===== src/rtl/core/jxl_container_box_deframer_defines.svh =====
// assertion macros shared by the container deframer modules
`ifndef JXL_CONTAINER_BOX_DEFRAMER_DEFINES_SVH
`define JXL_CONTAINER_BOX_DEFRAMER_DEFINES_SVH
`ifndef SYNTH
// same-cycle implication, disabled during reset
`define JXLCBD_ASSERT_IMP(lbl, clk, rst_n, ante, cons) \
    lbl: assert property (@(posedge clk) disable iff (!rst_n) (ante) |-> (cons)) \
        else $error("jxlcbd assertion failed");
// next-cycle implication, disabled during reset
`define JXLCBD_ASSERT_NEXT(lbl, clk, rst_n, ante, cons) \
    lbl: assert property (@(posedge clk) disable iff (!rst_n) (ante) |=> (cons)) \
        else $error("jxlcbd assertion failed");
`else
`define JXLCBD_ASSERT_IMP(lbl, clk, rst_n, ante, cons)
`define JXLCBD_ASSERT_NEXT(lbl, clk, rst_n, ante, cons)
`endif
`endif


===== src/rtl/core/jxlcbd_pkg.sv =====
// types, codes and tables of the container deframer
package jxlcbd_pkg;

    localparam int BYTE_W   = 8;
    localparam int KIND_W   = 3;
    localparam int STATUS_W = 3;
    localparam int TOTAL_W  = 64;

    localparam int SIZE_WIDTH_DEF  = 64;
    localparam int QUEUE_DEPTH_DEF = 4;

    // result kinds
    localparam logic [KIND_W-1:0] KIND_CS     = 3'd0;
    localparam logic [KIND_W-1:0] KIND_EXIF   = 3'd1;
    localparam logic [KIND_W-1:0] KIND_XML    = 3'd2;
    localparam logic [KIND_W-1:0] KIND_JBRD   = 3'd3;
    localparam logic [KIND_W-1:0] KIND_STATUS = 3'd4;

    // status codes
    localparam logic [STATUS_W-1:0] ST_OK        = 3'd0;
    localparam logic [STATUS_W-1:0] ST_NOT_JXL   = 3'd1;
    localparam logic [STATUS_W-1:0] ST_BAD_SIZE  = 3'd2;
    localparam logic [STATUS_W-1:0] ST_BAD_EXT   = 3'd3;
    localparam logic [STATUS_W-1:0] ST_SHORT_JXLP = 3'd4;
    localparam logic [STATUS_W-1:0] ST_NO_CS     = 3'd5;

    // bare codestream marker
    localparam logic [BYTE_W-1:0] BARE_MARK0 = 8'hff;
    localparam logic [BYTE_W-1:0] BARE_MARK1 = 8'h0a;

    localparam logic [3:0] SIG_LEN = 4'd12;

    // box types
    localparam logic [31:0] BOX_JXLC = 32'h6a786c63;
    localparam logic [31:0] BOX_JXLP = 32'h6a786c70;
    localparam logic [31:0] BOX_EXIF = 32'h45786966;
    localparam logic [31:0] BOX_XML  = 32'h786d6c20;
    localparam logic [31:0] BOX_JBRD = 32'h6a627264;

    // up to three results caused by one input item
    typedef struct packed {
        logic                pay_valid;
        logic [KIND_W-1:0]   pay_kind;
        logic [BYTE_W-1:0]   pay_byte;
        logic                pair;
        logic                st_valid;
        logic [STATUS_W-1:0] st_code;
        logic [TOTAL_W-1:0]  total;
    } rec_t;

    // container signature bytes
    function automatic logic [BYTE_W-1:0] sig_byte(input logic [3:0] idx);
        logic [BYTE_W-1:0] val;
        val = 8'h00;
        case (idx)
            4'd3:    val = 8'h0c;
            4'd4:    val = 8'h4a;
            4'd5:    val = 8'h58;
            4'd6:    val = 8'h4c;
            4'd7:    val = 8'h20;
            4'd8:    val = 8'h0d;
            4'd9:    val = 8'h0a;
            4'd10:   val = 8'h87;
            4'd11:   val = 8'h0a;
            default: val = 8'h00;
        endcase
        return val;
    endfunction

endpackage


===== src/rtl/core/jxlcbd_if.sv =====
// byte and result channel interfaces of the container deframer
interface jxlcbd_in_if;
    logic                          valid;
    logic                          ready;
    logic [jxlcbd_pkg::BYTE_W-1:0] byte_in;
    logic                          end_of_file;

    modport source (output valid, byte_in, end_of_file, input ready);
    modport sink   (input valid, byte_in, end_of_file, output ready);
endinterface

interface jxlcbd_out_if;
    logic                            valid;
    logic                            ready;
    logic [jxlcbd_pkg::KIND_W-1:0]   kind;
    logic [jxlcbd_pkg::BYTE_W-1:0]   byte_out;
    logic [jxlcbd_pkg::STATUS_W-1:0] status;
    logic [jxlcbd_pkg::TOTAL_W-1:0]  codestream_total;
    logic                            last_of_file;

    modport source (output valid, kind, byte_out, status, codestream_total, last_of_file,
                    input ready);
    modport sink   (input valid, kind, byte_out, status, codestream_total, last_of_file,
                    output ready);
endinterface


===== src/rtl/core/jxl_container_box_deframer.sv =====
// top level of the container box deframer: parser, record queue and result output
// Path: a result passes through the record queue and then the output register.
// Throughput: one file byte per cycle while the queue is not full; one byte can cause
//   up to 3 results, and a QUEUE_DEPTH-record queue absorbs such bursts.
// Reset: rst_n clears the parser to the signature phase and empties queue and output;
//   the block then returns to that state by itself after each final byte.
module jxl_container_box_deframer #(
    parameter int SIZE_WIDTH  = jxlcbd_pkg::SIZE_WIDTH_DEF,
    parameter int QUEUE_DEPTH = jxlcbd_pkg::QUEUE_DEPTH_DEF
) (
    input  logic          clk,
    input  logic          rst_n,
    jxlcbd_in_if.sink     byte_ch,
    jxlcbd_out_if.source  result_ch
);

    logic             push;
    jxlcbd_pkg::rec_t push_rec;
    logic             q_full;
    logic             pop;
    logic             head_valid;
    jxlcbd_pkg::rec_t head_rec;

    // parser and classifier
    jxlcbd_front #(
        .SIZE_WIDTH (SIZE_WIDTH)
    ) u_front (
        .clk      (clk),
        .rst_n    (rst_n),
        .byte_ch  (byte_ch),
        .q_full   (q_full),
        .push     (push),
        .push_rec (push_rec)
    );

    // record queue
    jxlcbd_queue #(
        .QUEUE_DEPTH (QUEUE_DEPTH)
    ) u_queue (
        .clk        (clk),
        .rst_n      (rst_n),
        .push       (push),
        .push_rec   (push_rec),
        .full       (q_full),
        .pop        (pop),
        .head_valid (head_valid),
        .head_rec   (head_rec)
    );

    // result item output
    jxlcbd_back u_back (
        .clk        (clk),
        .rst_n      (rst_n),
        .head_valid (head_valid),
        .head_rec   (head_rec),
        .pop        (pop),
        .result_ch  (result_ch)
    );

endmodule


===== src/rtl/core/jxlcbd_front.sv =====
// front end: signature check, box header parse and result classification
`include "jxl_container_box_deframer_defines.svh"

module jxlcbd_front #(
    parameter int SIZE_WIDTH = jxlcbd_pkg::SIZE_WIDTH_DEF
) (
    input  logic              clk,
    input  logic              rst_n,
    jxlcbd_in_if.sink         byte_ch,
    input  logic              q_full,
    output logic              push,
    output jxlcbd_pkg::rec_t  push_rec
);

    localparam int SW = SIZE_WIDTH;

    typedef enum logic [2:0] {
        PH_SIG,
        PH_FF,
        PH_BARE,
        PH_HDR,
        PH_PAY,
        PH_DROP
    } phase_t;

    phase_t                             phase_reg, phase_next;
    logic [3:0]                         sig_idx_reg, sig_idx_next;
    logic [4:0]                         hdr_cnt_reg, hdr_cnt_next;
    logic [SW-1:0]                      box_len_reg, box_len_next;
    logic                               box_ovf_reg, box_ovf_next;
    logic [31:0]                        box_kind_reg, box_kind_next;
    logic [SW-1:0]                      pay_left_reg, pay_left_next;
    logic                               to_end_reg, to_end_next;
    logic                               found_reg, found_next;
    logic [jxlcbd_pkg::STATUS_W-1:0]    err_reg, err_next;
    logic [jxlcbd_pkg::TOTAL_W-1:0]     cs_count_reg, cs_count_next;

    logic                               accept;
    logic [jxlcbd_pkg::BYTE_W-1:0]      b;
    logic [4:0]                         hc_inc;
    logic [SW-1:0]                      len_sh;
    logic                               ovf_sh;
    logic [SW-1:0]                      len_clamp;
    logic                               begin_pay;
    logic                               pay_small;
    logic                               pay_zero;
    logic                               hdr_reset;
    logic                               do_fail;
    logic [jxlcbd_pkg::STATUS_W-1:0]    fail_code;
    logic                               inc_one;
    logic                               set_two;
    jxlcbd_pkg::rec_t                   rec;

    assign accept        = byte_ch.valid && byte_ch.ready;
    assign byte_ch.ready = !q_full;
    assign b             = byte_ch.byte_in;

    // header length shift with sticky overflow above the size range
    assign hc_inc    = hdr_cnt_reg + 5'd1;
    assign len_sh    = {box_len_reg[SW-9:0], b};
    assign ovf_sh    = box_ovf_reg || (|box_len_reg[SW-1:SW-8]);
    assign len_clamp = ovf_sh ? {SW{1'b1}} : len_sh;

    // per-byte parse step
    always_comb
    begin
        phase_next    = phase_reg;
        sig_idx_next  = sig_idx_reg;
        hdr_cnt_next  = hdr_cnt_reg;
        box_len_next  = box_len_reg;
        box_ovf_next  = box_ovf_reg;
        box_kind_next = box_kind_reg;
        pay_left_next = pay_left_reg;
        to_end_next   = to_end_reg;
        found_next    = found_reg;
        err_next      = err_reg;
        cs_count_next = cs_count_reg;
        begin_pay     = 1'b0;
        pay_small     = 1'b0;
        pay_zero      = 1'b0;
        hdr_reset     = 1'b0;
        do_fail       = 1'b0;
        fail_code     = jxlcbd_pkg::ST_OK;
        inc_one       = 1'b0;
        set_two       = 1'b0;
        rec           = '0;

        unique case (phase_reg)
            PH_SIG:
            begin
                if (sig_idx_reg == 4'd0 && b == jxlcbd_pkg::BARE_MARK0)
                begin
                    phase_next = PH_FF;
                end
                else if (sig_idx_reg >= jxlcbd_pkg::SIG_LEN ||
                         b != jxlcbd_pkg::sig_byte(sig_idx_reg))
                begin
                    do_fail   = 1'b1;
                    fail_code = jxlcbd_pkg::ST_NOT_JXL;
                end
                else
                begin
                    sig_idx_next = sig_idx_reg + 4'd1;
                    if (sig_idx_next == jxlcbd_pkg::SIG_LEN)
                    begin
                        hdr_reset = 1'b1;
                    end
                end
            end
            PH_FF:
            begin
                if (b == jxlcbd_pkg::BARE_MARK1)
                begin
                    rec.pay_valid = 1'b1;
                    rec.pay_kind  = jxlcbd_pkg::KIND_CS;
                    rec.pay_byte  = jxlcbd_pkg::BARE_MARK0;
                    rec.pair      = 1'b1;
                    set_two       = 1'b1;
                    found_next    = 1'b1;
                    phase_next    = PH_BARE;
                end
                else
                begin
                    do_fail   = 1'b1;
                    fail_code = jxlcbd_pkg::ST_NOT_JXL;
                end
            end
            PH_BARE:
            begin
                rec.pay_valid = 1'b1;
                rec.pay_kind  = jxlcbd_pkg::KIND_CS;
                rec.pay_byte  = b;
                inc_one       = 1'b1;
            end
            PH_HDR:
            begin
                if (hdr_cnt_reg < 5'd4 || hdr_cnt_reg >= 5'd8)
                begin
                    box_len_next = len_sh;
                    box_ovf_next = ovf_sh;
                end
                else
                begin
                    box_kind_next = {box_kind_reg[23:0], b};
                end
                hdr_cnt_next = hc_inc;
                // compact header done: the last byte was a type byte
                if (hc_inc == 5'd8)
                begin
                    if (box_len_reg == SW'(1))
                    begin
                        box_len_next = '0;
                        box_ovf_next = 1'b0;
                    end
                    else if (box_len_reg == '0)
                    begin
                        to_end_next = 1'b1;
                        begin_pay   = 1'b1;
                    end
                    else if (box_len_reg < SW'(8))
                    begin
                        do_fail   = 1'b1;
                        fail_code = jxlcbd_pkg::ST_BAD_SIZE;
                    end
                    else
                    begin
                        pay_left_next = box_len_reg - SW'(8);
                        pay_small     = box_len_reg < SW'(12);
                        pay_zero      = box_len_reg == SW'(8);
                        begin_pay     = 1'b1;
                    end
                end
                // extended size done
                else if (hc_inc == 5'd16)
                begin
                    if (!ovf_sh && len_sh < SW'(16))
                    begin
                        do_fail   = 1'b1;
                        fail_code = jxlcbd_pkg::ST_BAD_EXT;
                    end
                    else
                    begin
                        box_len_next  = len_clamp;
                        pay_left_next = len_clamp - SW'(16);
                        pay_small     = len_clamp < SW'(20);
                        pay_zero      = len_clamp == SW'(16);
                        begin_pay     = 1'b1;
                    end
                end
            end
            PH_PAY:
            begin
                if (hdr_cnt_reg != 5'd0)
                begin
                    hdr_cnt_next = hdr_cnt_reg - 5'd1;
                end
                else if (box_kind_reg == jxlcbd_pkg::BOX_JXLC ||
                         box_kind_reg == jxlcbd_pkg::BOX_JXLP)
                begin
                    rec.pay_valid = 1'b1;
                    rec.pay_kind  = jxlcbd_pkg::KIND_CS;
                    inc_one       = 1'b1;
                end
                else if (box_kind_reg == jxlcbd_pkg::BOX_EXIF)
                begin
                    rec.pay_valid = 1'b1;
                    rec.pay_kind  = jxlcbd_pkg::KIND_EXIF;
                end
                else if (box_kind_reg == jxlcbd_pkg::BOX_XML)
                begin
                    rec.pay_valid = 1'b1;
                    rec.pay_kind  = jxlcbd_pkg::KIND_XML;
                end
                else if (box_kind_reg == jxlcbd_pkg::BOX_JBRD)
                begin
                    rec.pay_valid = 1'b1;
                    rec.pay_kind  = jxlcbd_pkg::KIND_JBRD;
                end
                rec.pay_byte = b;
                if (!to_end_reg)
                begin
                    if (pay_left_reg == SW'(1))
                    begin
                        hdr_reset = 1'b1;
                    end
                    else
                    begin
                        pay_left_next = pay_left_reg - SW'(1);
                    end
                end
            end
            default:
            begin
                phase_next = phase_reg;
            end
        endcase

        // start of a box payload
        if (begin_pay)
        begin
            hdr_cnt_next = 5'd0;
            if (box_kind_next == jxlcbd_pkg::BOX_JXLP)
            begin
                if (!to_end_next && pay_small)
                begin
                    do_fail   = 1'b1;
                    fail_code = jxlcbd_pkg::ST_SHORT_JXLP;
                end
                else
                begin
                    hdr_cnt_next = 5'd4;
                    found_next   = 1'b1;
                end
            end
            else if (box_kind_next == jxlcbd_pkg::BOX_JXLC)
            begin
                found_next = 1'b1;
            end
            if (!do_fail)
            begin
                if (!to_end_next && pay_zero)
                begin
                    hdr_reset = 1'b1;
                end
                else
                begin
                    phase_next = PH_PAY;
                end
            end
        end

        // next box header
        if (hdr_reset)
        begin
            phase_next    = PH_HDR;
            hdr_cnt_next  = 5'd0;
            box_len_next  = '0;
            box_ovf_next  = 1'b0;
            box_kind_next = '0;
            pay_left_next = '0;
            to_end_next   = 1'b0;
        end

        // first error is kept, rest of the file is dropped
        if (do_fail)
        begin
            if (err_reg == jxlcbd_pkg::ST_OK)
            begin
                err_next = fail_code;
            end
            phase_next = PH_DROP;
        end

        // codestream count, saturating
        if (set_two)
        begin
            cs_count_next = 64'd2;
        end
        else if (inc_one && cs_count_reg != {jxlcbd_pkg::TOTAL_W{1'b1}})
        begin
            cs_count_next = cs_count_reg + 64'd1;
        end

        // closing status item and return to reset
        if (byte_ch.end_of_file)
        begin
            if ((phase_next == PH_SIG || phase_next == PH_FF) &&
                err_next == jxlcbd_pkg::ST_OK)
            begin
                err_next = jxlcbd_pkg::ST_NOT_JXL;
            end
            if (phase_next == PH_PAY && hdr_cnt_next != 5'd0 &&
                err_next == jxlcbd_pkg::ST_OK)
            begin
                err_next = jxlcbd_pkg::ST_SHORT_JXLP;
            end
            if (err_next == jxlcbd_pkg::ST_OK && !found_next)
            begin
                err_next = jxlcbd_pkg::ST_NO_CS;
            end
            rec.st_valid  = 1'b1;
            rec.st_code   = err_next;
            rec.total     = cs_count_next;
            phase_next    = PH_SIG;
            sig_idx_next  = 4'd0;
            hdr_cnt_next  = 5'd0;
            box_len_next  = '0;
            box_ovf_next  = 1'b0;
            box_kind_next = '0;
            pay_left_next = '0;
            to_end_next   = 1'b0;
            found_next    = 1'b0;
            err_next      = jxlcbd_pkg::ST_OK;
            cs_count_next = '0;
        end
    end

    assign push     = accept && (rec.pay_valid || rec.st_valid);
    assign push_rec = rec;

    // parser state
    always_ff @(posedge clk or negedge rst_n)
    begin
        if (!rst_n)
        begin
            phase_reg    <= PH_SIG;
            sig_idx_reg  <= 4'd0;
            hdr_cnt_reg  <= 5'd0;
            box_len_reg  <= '0;
            box_ovf_reg  <= 1'b0;
            box_kind_reg <= '0;
            pay_left_reg <= '0;
            to_end_reg   <= 1'b0;
            found_reg    <= 1'b0;
            err_reg      <= jxlcbd_pkg::ST_OK;
            cs_count_reg <= '0;
        end
        else if (accept)
        begin
            phase_reg    <= phase_next;
            sig_idx_reg  <= sig_idx_next;
            hdr_cnt_reg  <= hdr_cnt_next;
            box_len_reg  <= box_len_next;
            box_ovf_reg  <= box_ovf_next;
            box_kind_reg <= box_kind_next;
            pay_left_reg <= pay_left_next;
            to_end_reg   <= to_end_next;
            found_reg    <= found_next;
            err_reg      <= err_next;
            cs_count_reg <= cs_count_next;
        end
    end

    // checks
    `JXLCBD_ASSERT_IMP(a_bare_found, clk, rst_n, phase_reg == PH_BARE, found_reg)
    `JXLCBD_ASSERT_NEXT(a_eof_restart, clk, rst_n, accept && byte_ch.end_of_file,
                        phase_reg == PH_SIG && cs_count_reg == '0)
    `JXLCBD_ASSERT_IMP(a_drop_has_error, clk, rst_n, phase_reg == PH_DROP,
                       err_reg != jxlcbd_pkg::ST_OK)

endmodule


===== src/rtl/core/jxlcbd_queue.sv =====
// short queue of classified records between front and back
`include "jxl_container_box_deframer_defines.svh"

module jxlcbd_queue #(
    parameter int QUEUE_DEPTH = jxlcbd_pkg::QUEUE_DEPTH_DEF
) (
    input  logic              clk,
    input  logic              rst_n,
    input  logic              push,
    input  jxlcbd_pkg::rec_t  push_rec,
    output logic              full,
    input  logic              pop,
    output logic              head_valid,
    output jxlcbd_pkg::rec_t  head_rec
);

    localparam int PW = (QUEUE_DEPTH > 1) ? $clog2(QUEUE_DEPTH) : 1;
    localparam int CW = $clog2(QUEUE_DEPTH + 1);

    jxlcbd_pkg::rec_t mem_reg [QUEUE_DEPTH];
    logic [PW-1:0]    wr_ptr_reg, wr_ptr_next;
    logic [PW-1:0]    rd_ptr_reg, rd_ptr_next;
    logic [CW-1:0]    count_reg;

    assign full       = count_reg == CW'(QUEUE_DEPTH);
    assign head_valid = count_reg != '0;
    assign head_rec   = mem_reg[rd_ptr_reg];

    // pointer wrap
    assign wr_ptr_next = (wr_ptr_reg == PW'(QUEUE_DEPTH - 1)) ? '0 : wr_ptr_reg + PW'(1);
    assign rd_ptr_next = (rd_ptr_reg == PW'(QUEUE_DEPTH - 1)) ? '0 : rd_ptr_reg + PW'(1);

    // control
    always_ff @(posedge clk or negedge rst_n)
    begin
        if (!rst_n)
        begin
            wr_ptr_reg <= '0;
            rd_ptr_reg <= '0;
            count_reg  <= '0;
        end
        else
        begin
            if (push)
            begin
                wr_ptr_reg <= wr_ptr_next;
            end
            if (pop)
            begin
                rd_ptr_reg <= rd_ptr_next;
            end
            if (push && !pop)
            begin
                count_reg <= count_reg + CW'(1);
            end
            else if (pop && !push)
            begin
                count_reg <= count_reg - CW'(1);
            end
        end
    end

    // storage
    always_ff @(posedge clk)
    begin
        if (push)
        begin
            mem_reg[wr_ptr_reg] <= push_rec;
        end
    end

    // checks
    `JXLCBD_ASSERT_IMP(a_no_overflow, clk, rst_n, push, !full)
    `JXLCBD_ASSERT_IMP(a_no_underflow, clk, rst_n, pop, head_valid)

endmodule


===== src/rtl/core/jxlcbd_back.sv =====
// back end: expands records into result items, one item per cycle while result_ch is ready
`include "jxl_container_box_deframer_defines.svh"

module jxlcbd_back (
    input  logic              clk,
    input  logic              rst_n,
    input  logic              head_valid,
    input  jxlcbd_pkg::rec_t  head_rec,
    output logic              pop,
    jxlcbd_out_if.source      result_ch
);

    // record slot positions in the pending mask
    localparam int SLOT_PAY  = 0;
    localparam int SLOT_PAIR = 1;
    localparam int SLOT_ST   = 2;

    jxlcbd_pkg::rec_t                  cur_rec_reg;
    logic [2:0]                        cur_mask_reg;
    logic                              out_valid_reg;
    logic [jxlcbd_pkg::KIND_W-1:0]     out_kind_reg, out_kind_next;
    logic [jxlcbd_pkg::BYTE_W-1:0]     out_byte_reg, out_byte_next;
    logic [jxlcbd_pkg::STATUS_W-1:0]   out_status_reg, out_status_next;
    logic [jxlcbd_pkg::TOTAL_W-1:0]    out_total_reg, out_total_next;
    logic                              out_last_reg, out_last_next;

    logic                              use_cur;
    jxlcbd_pkg::rec_t                  src_rec;
    logic [2:0]                        src_mask;
    logic [2:0]                        pick;
    logic                              out_free;
    logic                              take;

    // source select: pending record first, else queue head
    always_comb
    begin
        use_cur  = cur_mask_reg != 3'd0;
        src_rec  = use_cur ? cur_rec_reg : head_rec;
        src_mask = 3'd0;
        if (use_cur)
        begin
            src_mask = cur_mask_reg;
        end
        else if (head_valid)
        begin
            src_mask[SLOT_PAY]  = head_rec.pay_valid;
            src_mask[SLOT_PAIR] = head_rec.pair;
            src_mask[SLOT_ST]   = head_rec.st_valid;
        end
        out_free = !out_valid_reg || result_ch.ready;
        take     = out_free && (src_mask != 3'd0);
        pick     = src_mask & (~src_mask + 3'd1);
    end

    assign pop = take && !use_cur;

    // next result item
    always_comb
    begin
        out_kind_next   = jxlcbd_pkg::KIND_STATUS;
        out_byte_next   = '0;
        out_status_next = src_rec.st_code;
        out_total_next  = src_rec.total;
        out_last_next   = 1'b1;
        if (pick[SLOT_PAY])
        begin
            out_kind_next   = src_rec.pay_kind;
            out_byte_next   = src_rec.pay_byte;
            out_status_next = jxlcbd_pkg::ST_OK;
            out_total_next  = '0;
            out_last_next   = 1'b0;
        end
        else if (pick[SLOT_PAIR])
        begin
            out_kind_next   = jxlcbd_pkg::KIND_CS;
            out_byte_next   = jxlcbd_pkg::BARE_MARK1;
            out_status_next = jxlcbd_pkg::ST_OK;
            out_total_next  = '0;
            out_last_next   = 1'b0;
        end
    end

    // control
    always_ff @(posedge clk or negedge rst_n)
    begin
        if (!rst_n)
        begin
            out_valid_reg <= 1'b0;
            cur_mask_reg  <= 3'd0;
        end
        else
        begin
            if (out_free)
            begin
                out_valid_reg <= take;
            end
            if (take)
            begin
                cur_mask_reg <= src_mask & ~pick;
            end
        end
    end

    // output and pending record payload
    always_ff @(posedge clk)
    begin
        if (take)
        begin
            out_kind_reg   <= out_kind_next;
            out_byte_reg   <= out_byte_next;
            out_status_reg <= out_status_next;
            out_total_reg  <= out_total_next;
            out_last_reg   <= out_last_next;
        end
        if (pop)
        begin
            cur_rec_reg <= head_rec;
        end
    end

    assign result_ch.valid            = out_valid_reg;
    assign result_ch.kind             = out_kind_reg;
    assign result_ch.byte_out         = out_byte_reg;
    assign result_ch.status           = out_status_reg;
    assign result_ch.codestream_total = out_total_reg;
    assign result_ch.last_of_file     = out_last_reg;

    // checks
    `JXLCBD_ASSERT_IMP(a_status_is_last, clk, rst_n,
                       out_valid_reg && out_kind_reg == jxlcbd_pkg::KIND_STATUS, out_last_reg)
    `JXLCBD_ASSERT_IMP(a_pending_blocks_pop, clk, rst_n, cur_mask_reg != 3'd0, !pop)

endmodule

===== src/flat_wrapper.sv =====
// flat-port wrapper written by rule: the top's interface ports become plain ports
module jxl_container_box_deframer_flat 
#(
    parameter int SIZE_WIDTH  = jxlcbd_pkg::SIZE_WIDTH_DEF,
    parameter int QUEUE_DEPTH = jxlcbd_pkg::QUEUE_DEPTH_DEF
)
  (clk, rst_n, byte_ch_valid, byte_ch_byte_in, byte_ch_end_of_file, byte_ch_ready, result_ch_valid, result_ch_kind, result_ch_byte_out, result_ch_status, result_ch_codestream_total, result_ch_last_of_file, result_ch_ready);
  jxlcbd_in_if byte_ch_i ();
  jxlcbd_out_if result_ch_i ();
  input  logic clk;
  input  logic rst_n;
  input wire logic [$bits(byte_ch_i.valid)-1:0] byte_ch_valid;
  input wire logic [$bits(byte_ch_i.byte_in)-1:0] byte_ch_byte_in;
  input wire logic [$bits(byte_ch_i.end_of_file)-1:0] byte_ch_end_of_file;
  output wire logic [$bits(byte_ch_i.ready)-1:0] byte_ch_ready;
  output wire logic [$bits(result_ch_i.valid)-1:0] result_ch_valid;
  output wire logic [$bits(result_ch_i.kind)-1:0] result_ch_kind;
  output wire logic [$bits(result_ch_i.byte_out)-1:0] result_ch_byte_out;
  output wire logic [$bits(result_ch_i.status)-1:0] result_ch_status;
  output wire logic [$bits(result_ch_i.codestream_total)-1:0] result_ch_codestream_total;
  output wire logic [$bits(result_ch_i.last_of_file)-1:0] result_ch_last_of_file;
  input wire logic [$bits(result_ch_i.ready)-1:0] result_ch_ready;
  assign byte_ch_i.valid = byte_ch_valid;
  assign byte_ch_i.byte_in = byte_ch_byte_in;
  assign byte_ch_i.end_of_file = byte_ch_end_of_file;
  assign byte_ch_ready = byte_ch_i.ready;
  assign result_ch_valid = result_ch_i.valid;
  assign result_ch_kind = result_ch_i.kind;
  assign result_ch_byte_out = result_ch_i.byte_out;
  assign result_ch_status = result_ch_i.status;
  assign result_ch_codestream_total = result_ch_i.codestream_total;
  assign result_ch_last_of_file = result_ch_i.last_of_file;
  assign result_ch_i.ready = result_ch_ready;
  jxl_container_box_deframer #(.SIZE_WIDTH(SIZE_WIDTH), .QUEUE_DEPTH(QUEUE_DEPTH)) u_core (.clk(clk), .rst_n(rst_n), .byte_ch(byte_ch_i), .result_ch(result_ch_i));
endmodule

===== config.mk =====
export PLATFORM = sky130hd
export DESIGN_NAME = jxl_container_box_deframer_flat
export DESIGN_NICKNAME = d
export VERILOG_FILES = /design/src/rtl/core/jxlcbd_pkg.sv /design/src/rtl/core/jxlcbd_if.sv /design/src/rtl/core/jxl_container_box_deframer.sv /design/src/rtl/core/jxlcbd_front.sv /design/src/rtl/core/jxlcbd_queue.sv /design/src/rtl/core/jxlcbd_back.sv /design/src/flat_wrapper.sv
export VERILOG_INCLUDE_DIRS = /design/src /design/src/rtl/core
export SDC_FILE = /design/constraint.sdc
export NUM_CORES = 2
export LEC_CHECK = 0
export BUFFER_PORTS_ARGS = -buffer_cell sky130_fd_sc_hd__buf_4
export CORE_MARGIN = 2
export CORE_UTILIZATION = 50
export CTS_CLUSTER_SIZE = 24
export DETAILED_ROUTE_END_ITERATION = 8
export PLACE_DENSITY_LB_ADDON = 0.1
export REMOVE_ABC_BUFFERS = 1
export SLEW_MARGIN = 20
export SYNTH_ARGS = -nofsm -noshare
export SYNTH_HDL_FRONTEND = slang
export SYNTH_SLANG_ARGS = --single-unit

===== constraint.sdc =====
create_clock -name clk -period 14.2 [get_ports clk]
set_input_delay 4.26 -clock clk [delete_from_list [all_inputs] [get_ports clk]]
set_output_delay 4.26 -clock clk [all_outputs]
set_load 0.01 [all_outputs]

# == Word-level counts from Yosys, hierarchy flattened ==
# Memory sizes are Yosys's and may differ from the RTL's.
# Index checks and enable logic that the tools add are counted.
# classes
add_sub_neg,12
n_lt_le_gt_ge,7
bitwise_logic,4
n_mux,161
n_eq_ne,36
reduce_logical,52
# ops
cell,count
two-way mux 64 bit,22
"== test 32 x 31 -> 1 bit, second input constant",7
"== test 64 x 1 -> 1 bit, second input constant",2
"less-than comparator 64 x 4 -> 1 bit, second input constant",2
"less-than comparator 64 x 5 -> 1 bit, second input constant",2
two-way mux 32 bit,4
case mux 64 bit (2 select lines),1
two-way mux 3 bit,28
two-way mux 80 bit,1
two-way mux 1 bit,72
two-way mux 68 bit,1
"adder 64 x 1 -> 64 bit, second input constant",1
"== test 64 x 4 -> 1 bit, second input constant",1
"== test 64 x 5 -> 1 bit, second input constant",1
zero test 64 bit,1
"inequality test 64 bit, second input constant",1
"subtractor 64 x 1 -> 64 bit, second input constant",1
"subtractor 64 x 4 -> 64 bit, second input constant",1
"subtractor 64 x 5 -> 64 bit, second input constant",1
two-way mux 4 bit,10
case mux 12 bit (3 select lines),1
"inequality test 5 bit, second input constant",5
two-way mux 8 bit,3
two-way mux 5 bit,4
other kinds (44),99
# word_totals
word_cells,301
ramBits,324
mem_count,2
register_bits,412
out_inout_bits,81
rom_bits,128
# memory_table
name,words,word_bits,read_ports,rd_clocked_by_memory_dff,write_ports,line,rtl
u_core.u_queue.mem_reg,4,81,1,0,1,jxlcbd_queue.sv:20,jxlcbd_pkg::rec_t mem_reg [QUEUE_DEPTH];
(name not given),16,8,1,0,0,jxlcbd_pkg.sv:55,case (idx)

# == Logic depth before layout (Yosys ltp) ==
# logic_depth
word_depth,35
depth_mapped,18
depth_no_buf,14

# == By module ==
# Synthesis repeated with hierarchy kept, for this count alone.
# hier_totals
hier_cells,3216
area_unflattened_um2,35854.4
# modules_own_cells
mod,instances,area_per_inst_um2,seq_area_each_um2,cells_each
jxlcbd_front,1,18113.6,6055.8,2349
jxlcbd_queue,1,12110.4,9904.5,460
jxlcbd_back,1,5630.4,4459.3,407

# == Worst setup path after synthesis ==
# OpenSTA, ideal clock, no wires.
# synth_path
kind,input to register
from,input port result_ch_ready
to,register u_core.u_queue.count_reg[1]
n_path_buf,1
stages,9
setup_slack_ns,2.437
t_required_ns,14.075
arrival_ns,11.639
path_cell_list,nor2b_1 > a21oi_1 > and2_1 > clkbuf_1 > inv_1 > ha_1 > inv_1 > fa_1 > mux2_2
# synth_between
elab_chain_cells,6
# synth_rtl
item,line,rtl
from (decl),flat_wrapper.sv:22,input wire logic [$bits(result_ch_i.ready)-1:0] result_ch_ready;
logical OR 1 bit (*),jxlcbd_back.sv:50,out_free = !out_valid_reg || result_ch.ready;
logical AND 1 bit (*),jxlcbd_back.sv:51,take = out_free && (src_mask != 3'd0);
net u_core.u_back.take,jxlcbd_back.sv:32,logic take;
logical AND 1 bit (*),jxlcbd_back.sv:55,assign pop = take && !use_cur;
net u_core.pop,jxl_container_box_deframer.sv:20,logic pop;
zero test 1 bit,jxlcbd_queue.sv:52,if (push && !pop)
logical AND 1 bit,jxlcbd_queue.sv:52,
two-way mux 3 bit or nonzero test 2 bit (tied branches),--,
to (signal assigned),jxlcbd_queue.sv:54,count_reg <= count_reg + CW'(1);
to (signal assigned),jxlcbd_queue.sv:58,count_reg <= count_reg - CW'(1);
to (decl),jxlcbd_queue.sv:23,logic [CW-1:0] count_reg;
# Mark *: on every way through the listed nets, which the timed path passes. The rest lies on a longest branch.
# A chain may end at the register's enable or synchronous reset.

==> metrics.log <==
[metrics] crit path max fanout: 52
[metrics] via total after detailed routing: 25900
[metrics] Final ANT Viol Nets: 0
[metrics] clock latency of the later-clocked register in the worst-skew pair: 0.63 ns
[metrics] number of distinct library cells after synthesis: 90
[metrics] synthesized-area fraction occupied by adder cells: 0.00852
[metrics] combinational family with the most area after synthesis: simple AND/OR/NAND/NOR gates
[metrics] P_leak: 14.9 nW
[metrics] share of async-settable or async-resettable flops after synthesis: 0.351
[metrics] cell chosen for the clock root: sky130_fd_sc_hd__clkbuf_16
[metrics] worst hold-check slack: 0.509 ns
[metrics] hold-critical path depth: 1
[metrics] layout overhead on the synthesized area: 10.9%
[metrics] count of final setup violators: 0
[metrics] Min Clock Period, post-route: 7.43 ns
[metrics] slew of the pin with the lowest slew margin: 1.10 ns
[metrics] Achievable Freq: 135 MHz
[metrics] area post-placement: 37500 um2
[metrics] post-route cell area: 40000 um2
[metrics] number of antenna cells inserted: 0
[metrics] share of the synthesized area in the top cell type: 0.387
[metrics] data arrival at the endpoint of the critical path: 7.66 ns
[metrics] total CTS buffers: 77
[metrics] number of gates given a new drive strength after cts: 0
[metrics] Detailed Routing Iterations Pass 1: 6
[metrics] post-synthesis compound-gate area fraction: 0.133
[metrics] Worst-path clk slew: 0.06 ns
[metrics] run status: finished, final reports clean
[metrics] wirelength, routed: 94500 um
[metrics] dpl hpwl: 61600 um
[metrics] # Post-CTS Setup Buffers: 0
[metrics] max-slew violation count: 0
[metrics] floorplan die area: 74400 um2
[metrics] number of buffers added on ports: 93
[metrics] area fraction in and, or, nand and nor cells after synthesis: 0.164
[metrics] floorplan core area: 71500 um2
[metrics] cell total after placement: 4056
[metrics] number of enable-type register cells in the synthesized netlist: 465
[metrics] Net count, final: 3222
[metrics] portion of the clock cycle consumed by the worst path in the final layout: 0.524
[metrics] die extent in x: 273 um
[metrics] antenna violations before repair: 1
[metrics] vias in the first global route: 25600
[metrics] leading register cell type out of synthesis: sky130_fd_sc_hd__edfxtp_1
[metrics] Routed wire per std cell: 22.5 um
[metrics] buffer levels on the longest clock path: 3
[metrics] setup TNS after final layout: 0 ns
[metrics] number of cells in the finished layout apart from fillers: 4198
[metrics] Row Count: 98
[metrics] number of primary I/O pins: 94
[metrics] power per cell area: 195 nW/um2
[metrics] number of buffers inserted for hold repair after clock tree synthesis: 0
[metrics] required time of the critical path: 14.43 ns
[metrics] Initial Utilization: 0.505
[metrics] number of flip-flops in the largest register: 320
[metrics] Startpoint Class: input port
[metrics] placer congestion estimate: 0.897
[metrics] number of design rule violations left after detail routing: 0
[metrics] Worst Hold Class: flop to flop
[metrics] count of synthesis-stage warnings from yosys: 0
[metrics] worst setup skew after layout: 0.0326 ns
[metrics] Critical Setup Path Class: input port to flop
[metrics] instance count of the mapped netlist: 3215
[metrics] Hold Violations, Final: 0
[metrics] Initial DRC Count: 2350
[metrics] Worst VDD drop: 0.000144 V
[metrics] ratio of cells with drive above 1 in the final layout: 0.141
[metrics] sequential share of the synthesized area: 0.561
[metrics] synthesized cell area: 36100 um2
[metrics] MaxCap Viol Count: 0
[metrics] Critical Path Sink Type: flop
[metrics] post-synthesis mux area share: 0.0529
[metrics] library cell with the largest summed area after synthesis: sky130_fd_sc_hd__edfxtp_1
[metrics] clock tree from TritonCTS: built
[metrics] maximum level of the CTS H-tree: 3
[metrics] total clock sinks: 717
[metrics] largest net degree at the start of global routing: 101
[metrics] global-route wire length before repair: 149000 um
[metrics] mean instance size in the synthesized netlist: 11.2 um2
[metrics] fillcell total: 6029
[metrics] Avg Vias per Cell: 6.17
[metrics] register bit total from synthesis: 717
[metrics] overall track demand over capacity in global routing: 0.255
[metrics] total gr overflow: 0
[metrics] slew margin rel.: 0.259
[metrics] most area-consuming cells after synthesis: sky130_fd_sc_hd__edfxtp_1 39%, sky130_fd_sc_hd__dfrtp_1 17%, sky130_fd_sc_hd__mux4_2 5.0%
[metrics] unrepaired setup endpoints after global routing: false
[metrics] vertical die dimension: 273 um
[metrics] Post-Synth XOR/XNOR Area: 0.0473
[metrics] number of cells on the worst reg-to-reg path: 10
[path summary, 6_finish.rpt]
path                            slack (ns)                                           to                                      start
max in group asynchronous             9.01   u_core.u_front.box_kind_reg[9]$_DFFE_PN0P_                                      rst_n
worst max register to register        9.20    u_core.u_front.box_len_reg[6]$_DFFE_PN0P_  u_core.u_front.box_len_reg[9]$_DFFE_PN0P_
worst min-delay path                  0.51      u_core.u_queue.count_reg[2]$_DFFE_PN0P_    u_core.u_queue.count_reg[2]$_DFFE_PN0P_
worst min register to register        0.51      u_core.u_queue.count_reg[2]$_DFFE_PN0P_    u_core.u_queue.count_reg[2]$_DFFE_PN0P_
worst max-delay path                  6.77      u_core.u_queue.mem_reg[2][36]$_DFFE_PP_                         byte_ch_byte_in[7]
min in group asynchronous             3.66  u_core.u_front.box_kind_reg[17]$_DFFE_PN0P_                                      rst_n
[placed cells by master (no fill, tap or decap), drive strengths merged, types with 12 or more instances in the layout]
cell type / n
ha: 23
edfxtp: 465
nor3: 113
or3: 36
a31oi: 27
xor2: 107
o211ai: 21
or4: 28
a21o: 15
o21ai: 167
dfrtp: 252
nand2b: 14
nand3b: 12
inv: 47
a21oi: 190
mux4: 80
nand2: 364
a22o: 44
clkbuf: 93
clkinv: 37
a221oi: 20
and2: 23
o2bb2ai: 60
nand4: 46
or2: 20
buf: 140
o31ai: 47
and3: 32
nor3b: 18
o22ai: 21
nand3: 102
xnor2: 88
nor4: 68
nor2: 277
[report_power, final]
part / leakage, nW / switching, W / internal [W]
combinational: 5.79 / 0.00176 / 0.00101
sequential: 7.89 / 0.000212 / 0.00282
clock: 1.24 / 0.000836 / 0.00117
[metal layers]
layer / share of wire / GRT usage / vias up
met4: 0.028 / 0.0852 / 2
li1: - / - / 12000
met5: 0.00014 / 0 / -
met3: 0.057 / 0.0338 / 162
met1: 0.44 / 0.356 / 12900
met2: 0.47 / 0.413 / 854
[final cells by class]
class | count | area (um2) | area share
tap | 950 | 1190 | 0.0297
sequential | 717 | 20300 | 0.506
timing repair buffer | 140 | 1060 | 0.0265
clock buffer | 93 | 2060 | 0.0514
multi-input combinational | 2202 | 14800 | 0.369
inverter | 47 | 176 | 0.00441
clock inverter | 49 | 495 | 0.0124
[cells by family after synthesis]
| group | count (synthesis) |
|---|---|
| fa+ha+maj | 24 |
| buf+inv | 296 |
| simple gates | 1203 |
| flops | 717 |
| compound gates | 690 |
| xor+xnor | 195 |
| mux | 90 |
[cells in the mapped netlist (all sizes together), types with 44 or more instances]
cell,count
edfxtp,465
nand2,364
nor2,277
dfrtp,252
clkbuf,199
a21oi,190
o21ai,167
nor3,113
xor2,107
nand3,102
xnor2,88
mux4,80
nor4,68
o2bb2ai,60
buf,50
o31ai,47
inv,46
nand4,46
a22o,44
[per-stage QoR]
step	worst slack [ns]	utilization	power (W)
after global placement	5.72	0.524	0.00579
after global routing	6.48	0.560	0.00828
final	6.77	0.560	0.00780
after floorplan	1.98	-	0.00496
after CTS	6.71	0.560	0.00788
after detailed placement	6.06	0.524	0.00585
[critical path, cell delays in order]
cell and delay (ns):
sky130_fd_sc_hd__buf_4 0.17, sky130_fd_sc_hd__nor4_2 0.66, sky130_fd_sc_hd__nand3_1 0.31, sky130_fd_sc_hd__nor2_1 0.22
sky130_fd_sc_hd__nor2_1 0.07, sky130_fd_sc_hd__nand3b_1 0.18, sky130_fd_sc_hd__nor2_1 0.06, sky130_fd_sc_hd__nor2_1 0.38
sky130_fd_sc_hd__and2_4 0.54, sky130_fd_sc_hd__buf_4 0.71
Note: power is estimated with default switching activity, not from simulation.
